### src/rtl/uida_pkg.sv
// ----------------------------------------------------------------------------
// uida_pkg
// Shared constants and types of the unique ID allocator: bitmap geometry,
// operation codes and the controller/datapath command and status bundles.
// ----------------------------------------------------------------------------
package uida_pkg;

    localparam int NUM_IDS  = 4096;
    localparam int FIELD_W  = 12;
    localparam int ID_W     = $clog2(NUM_IDS);
    localparam int PTR_W    = ID_W + 1;
    localparam int NX_W     = PTR_W + 1;
    localparam int ROW_W    = 32;
    localparam int OFF_W    = $clog2(ROW_W);
    localparam int NUM_ROWS = (NUM_IDS + ROW_W - 1) / ROW_W;
    localparam int ROW_AW   = (NUM_ROWS > 1) ? $clog2(NUM_ROWS) : 1;
    localparam int CMP_W    = ((FIELD_W > PTR_W) ? FIELD_W : PTR_W) + 1;

    typedef enum logic [0:0] {
        OP_MARK   = 1'b0,
        OP_ASSIGN = 1'b1
    } t_op;

    typedef struct packed {
        logic load;
        logic step;
        logic finish;
    } t_dp_cmd;

    typedef struct packed {
        logic scan_more;
        logic out_free;
    } t_dp_sts;

endpackage

### src/rtl/uida_ctrl.sv
// ----------------------------------------------------------------------------
// uida_ctrl
// Controller: accepts one transfer, walks the bitmap rows while an assign
// scan continues, and retires the result once the output register is free.
// ----------------------------------------------------------------------------
module uida_ctrl
    import uida_pkg::*;
(
    input  logic    i_clk,
    input  logic    i_rst_n,
    input  logic    i_valid,
    output logic    o_stall,
    input  t_dp_sts i_sts,
    output t_dp_cmd o_cmd
);

    typedef enum logic [1:0] {
        ST_IDLE = 2'b01,
        ST_EVAL = 2'b10
    } t_state;

    t_state r_state;
    t_state n_state;

    always_comb begin
        n_state      = r_state;
        o_cmd.load   = 1'b0;
        o_cmd.step   = 1'b0;
        o_cmd.finish = 1'b0;
        case (r_state)
            ST_IDLE: begin
                if (i_valid) begin
                    o_cmd.load = 1'b1;
                    n_state    = ST_EVAL;
                end
            end
            ST_EVAL: begin
                if (i_sts.scan_more) begin
                    o_cmd.step = 1'b1;
                end else if (i_sts.out_free) begin
                    o_cmd.finish = 1'b1;
                    n_state      = ST_IDLE;
                end
            end
            default: begin
                n_state = ST_IDLE;
            end
        endcase
    end

    always_ff @(posedge i_clk) begin
        if (!i_rst_n) begin
            r_state <= ST_IDLE;
        end else begin
            r_state <= n_state;
        end
    end

    assign o_stall = (r_state != ST_IDLE);

    a_load_enters_eval: assert property (@(posedge i_clk) disable iff (!i_rst_n)
        o_cmd.load |=> (r_state == ST_EVAL))
        else $error("load did not enter evaluation");

endmodule

### config.mk
export PLATFORM = sky130hd
export DESIGN_NAME = uida_ctrl
export DESIGN_NICKNAME = d
export VERILOG_FILES = /design/src/rtl/uida_pkg.sv /design/src/rtl/uida_ctrl.sv
export SDC_FILE = /design/constraint.sdc
export NUM_CORES = 1
export LEC_CHECK = 0
export ABC_CLOCK_PERIOD_IN_PS = 1500
export BUFFER_PORTS_ARGS = -buffer_cell sky130_fd_sc_hd__clkbuf_2
export CAP_MARGIN = 5
export CORE_AREA = 5 5 42 44
export DETAILED_ROUTE_END_ITERATION = 8
export DIE_AREA = 0 0 47 49
export GPL_TIMING_DRIVEN = 0
export SYNTH_ARGS = -nofsm -noshare
export SYNTH_HDL_FRONTEND = slang
export SYNTH_SLANG_ARGS = --single-unit
export TNS_END_PERCENT = 10
### constraint.sdc
create_clock -name i_clk -period 1.5 [get_ports i_clk]
set_clock_uncertainty 0.15 [all_clocks]
set_input_delay 0.15 -clock i_clk [delete_from_list [all_inputs] [get_ports i_clk]]
set_output_delay 0.15 -clock i_clk [all_outputs]
set_load 0.02 [all_outputs]
; ---- After elaboration in Yosys (flattened, before gate mapping)
; Index checks and enable logic that the tools add are counted.
[word_totals]
regBits = 2
out_inout_bits = 4
[classes]
n_eq_ne = 6
mux = 10
n_reduce_logical = 1
[ops]
columns = op, n
row1 = $mux 2, 4
row2 = $ne 2x2->1 const B, 3
row3 = $mux 1, 5
row4 = $pmux 2 s2, 1
row5 = $reduce_and 3->1, 1
row6 = $eq 2x1->1 const B, 1
row7 = $eq 2x2->1 const B, 1
row8 = $ne 2x1->1 const B, 1

; ---- Logic depth before layout (Yosys ltp)
[depth]
word_depth = 3
ltp_mapped = 3
mapped_depth_nobuf = 3

; ---- Worst setup path before layout
; OpenSTA, ideal clock, no wires.
[synth_timing]
kind = reg-to-reg
from = reg r_state[1]
to = reg r_state[1]
arrival_ns = 0.935
required_time_ns = 1.235
slack_ns = 0.300
path_stages_with_launch = 4
n_path_buf = 0
path_cell_list = dfxtp_1 > and3b_1 > a31o_1 > and2_1
[synth_between]
elab_chain_len = 3
[synth_lines]
columns = element, line
row1 = start: declaration, uida_ctrl.sv:22  ; t_state r_state;
row2 = start signal: assignment, uida_ctrl.sv:55  ; r_state <= n_state;
row3 = $eq 2x2->1 or $eq 2x1->1 (tied branches), uida_ctrl.sv:30  ; case (r_state)
row4 = $ne 2x2->1 (no source line), n/a
row5 = $reduce_and 3->1 (no source line), n/a
; Several ways; a longest one is shown, not always the timed one.
; A chain may end at the register's enable or synchronous reset.

==> out/qor.yml <==
route:
  viasPerCell: 2.97
  vias: 116
  dr.max_layer_used: "met3"
  wl_met2_um: 77
  ant_nets: 0
  drc: 0
  drt_first_pass_iters: 2
  route.met3.wl_um: 73
  routedWlPerCell_um: 6.90
  m1WireLength_um: 117
  drt-initial-drc-count: 1
  wirelength_um: 269
grt:
  grt_max_degree: 6
  grt_pass1_wl_um: 434
  grt_overflow: 0
  grt_pass1_vias: 120
  antenna_found_initial: 0
  groute.usage.overall_pct: 3.52
cts:
  cts_max_path_buffers: 2
  cts_made_buffers: 3
  cts.htree.levels: 1
  path_clk_slew_ns: 0.03
  cts_tree: "built"
  clkSinkCount: 2
  cts-root-buf: "clkbuf_4"
  cts_setup_buffers: 0
  ctsHoldBuffers: 1
  cts-resized-gates: 0
  clk_latency_ns: 0.22
die:
  dieHeight_um: 49
  io_pins: 9
  core-area_mm2: 0.00140
  rows: 14
  initial_core_util_pct: 7.05
  die_area_mm2: 0.00230
  die_x_um: 47
timing:
  setup-tns-final_ns: 0
  slew-limit-headroom_pct: 88.4
  tightest_slew_ns: 0.173
  clock.fmax_mhz: 785
  finalHoldViolCount: 0
  grt_setup_unrepaired: "no"
  worst_slack_ns: 0.226
  drv_slew: 0
  period_minus_slack_ns: 1.27
  period_share_pct: 84.9
  setup_viol: 0
synth:
  synth_common_cells: "2 x dfxtp_1, 2 x nand2b_1"
  ys.flop_type: "dfxtp_1"
  syn_area_per_cell_um2: 8.99
  syn_nets: 16
  synth-seq-area-share_pct: 40.5
  synth_area_leaders: "dfxtp_1 41%, nand2b_1 13%, a31o_1 8.9%, and3b_1 8.9%, and3_2 7.6%"
  netlist_area_um2: 98.8
  synth-edff-count: 0
  synthArstFlopShare_pct: 0
  yosys_register_bits: 2
  yosysTopAreaCell: "dfxtp_1"
  ys.warnings.count: 0
  synth_cells: 11
  netlist.area_leader.share_pct: 40.5
  ys_types: 9
placed_design:
  io_buffers: 8
  pre_cts_ws_ns: 0.352
  gp_congestion: 0.512
  place_inst: 35
layout:
  syn2layout_area_growth_pct: 93.7
  drive_gt1_share_pct: 52.2
  top_register: "r_state"
  instances_no_fill: 39
  utilization_pct: 13.7
  largest_reg_flops: 2
  diodes: 0
  biggestRegsByFlops: "r_state (2)"
  finalNetCount: 30
setup_path:
  cp-start-kind: "flop"
  end_kind: "output pin"
  critPathRequiredTime_ns: 1.20
  cp_max_fo: 5
  critPathKind: "reg2out"
  critical_path_arrival_ns: 0.97
pwr:
  p_per_area_mw_per_mm2: 1110
  p_leak_uw: 0.000103
  ir_worst_vdd_v: 0.000193
run:
  cap_violations: 0
run_status:
  status: "completed"
hold_path:
  hp-class: "in2reg"
[cell type report]
class / instances / area [um^2]
Sequential cell: 2 / 40.0
Multi-Input combinational cell: 8 / 55.1
Timing Repair Buffer: 9 / 50.0
Tap cell: 16 / 20.0
Clock buffer: 3 / 22.5
Inverter: 1 / 3.75
Fill cell: 165 / 1210
[through the flow]
| step | hold slack [ns] | cell area (um^2) | power [uW] |
|---|---|---|---|
| final | 0.205 | 191 | 213 |
| after floorplan | 0.0619 | 98.8 | 80.9 |
| after global routing | 0.203 | 191 | 234 |
| after CTS | 0.191 | 191 | 223 |
| after detailed placement | 0.173 | 159 | 94.0 |
| after global placement | 0.161 | 159 | 93.5 |
[logic make-up after synthesis]
group                  count (synthesis)  share of synthesized area (%)
and+or+nand+nor                        7                           46.8
DFF                                    2                           40.5
AOI/OAI and AO/OA                      1                           8.86
buffers and inverters                  1                           3.79
[layout by cell type, fill, tap and decap left out]
master / count
and3b_1: 1
clkbuf_2: 8
clkbuf_4: 3
nand2b_1: 2
and2_1: 1
dfxtp_1: 2
inv_1: 1
nand2_1: 1
and3_2: 1
dlygate4sd3_1: 1
a31o_1: 1
nor3b_1: 1
[worst paths after layout]
check | start | endpoint | slack (ns) | cells after the start
setup reg to reg | r_state[1] | r_state[1] | 0.34 | 3
setup / recovery | r_state[1] | o_cmd[0] | 0.23 | 2
hold reg to reg | r_state[1] | r_state[0] | 0.48 | 2
hold / removal | i_sts[0] | r_state[0] | 0.20 | 4
[power by group]
group	switching [uW]	internal, uW
Clock	29.5	88.2
Combinational	17.5	16.9
Sequential	3.30	57.6
[metal layers]
layer | track usage (%) | vias to the layer above
met5 | 0 | -
li1 | - | 63
met2 | 3.17 | 9
met1 | 2.63 | 44
met3 | 5.54 | 0
met4 | 4.15 | 0
[critical path, cell delays in order, from the launching register on]
cell	delay [ns]
dfxtp_1	0.35
nor3b_1	0.20
clkbuf_2	0.20
(Power assumes the default switching activity.)
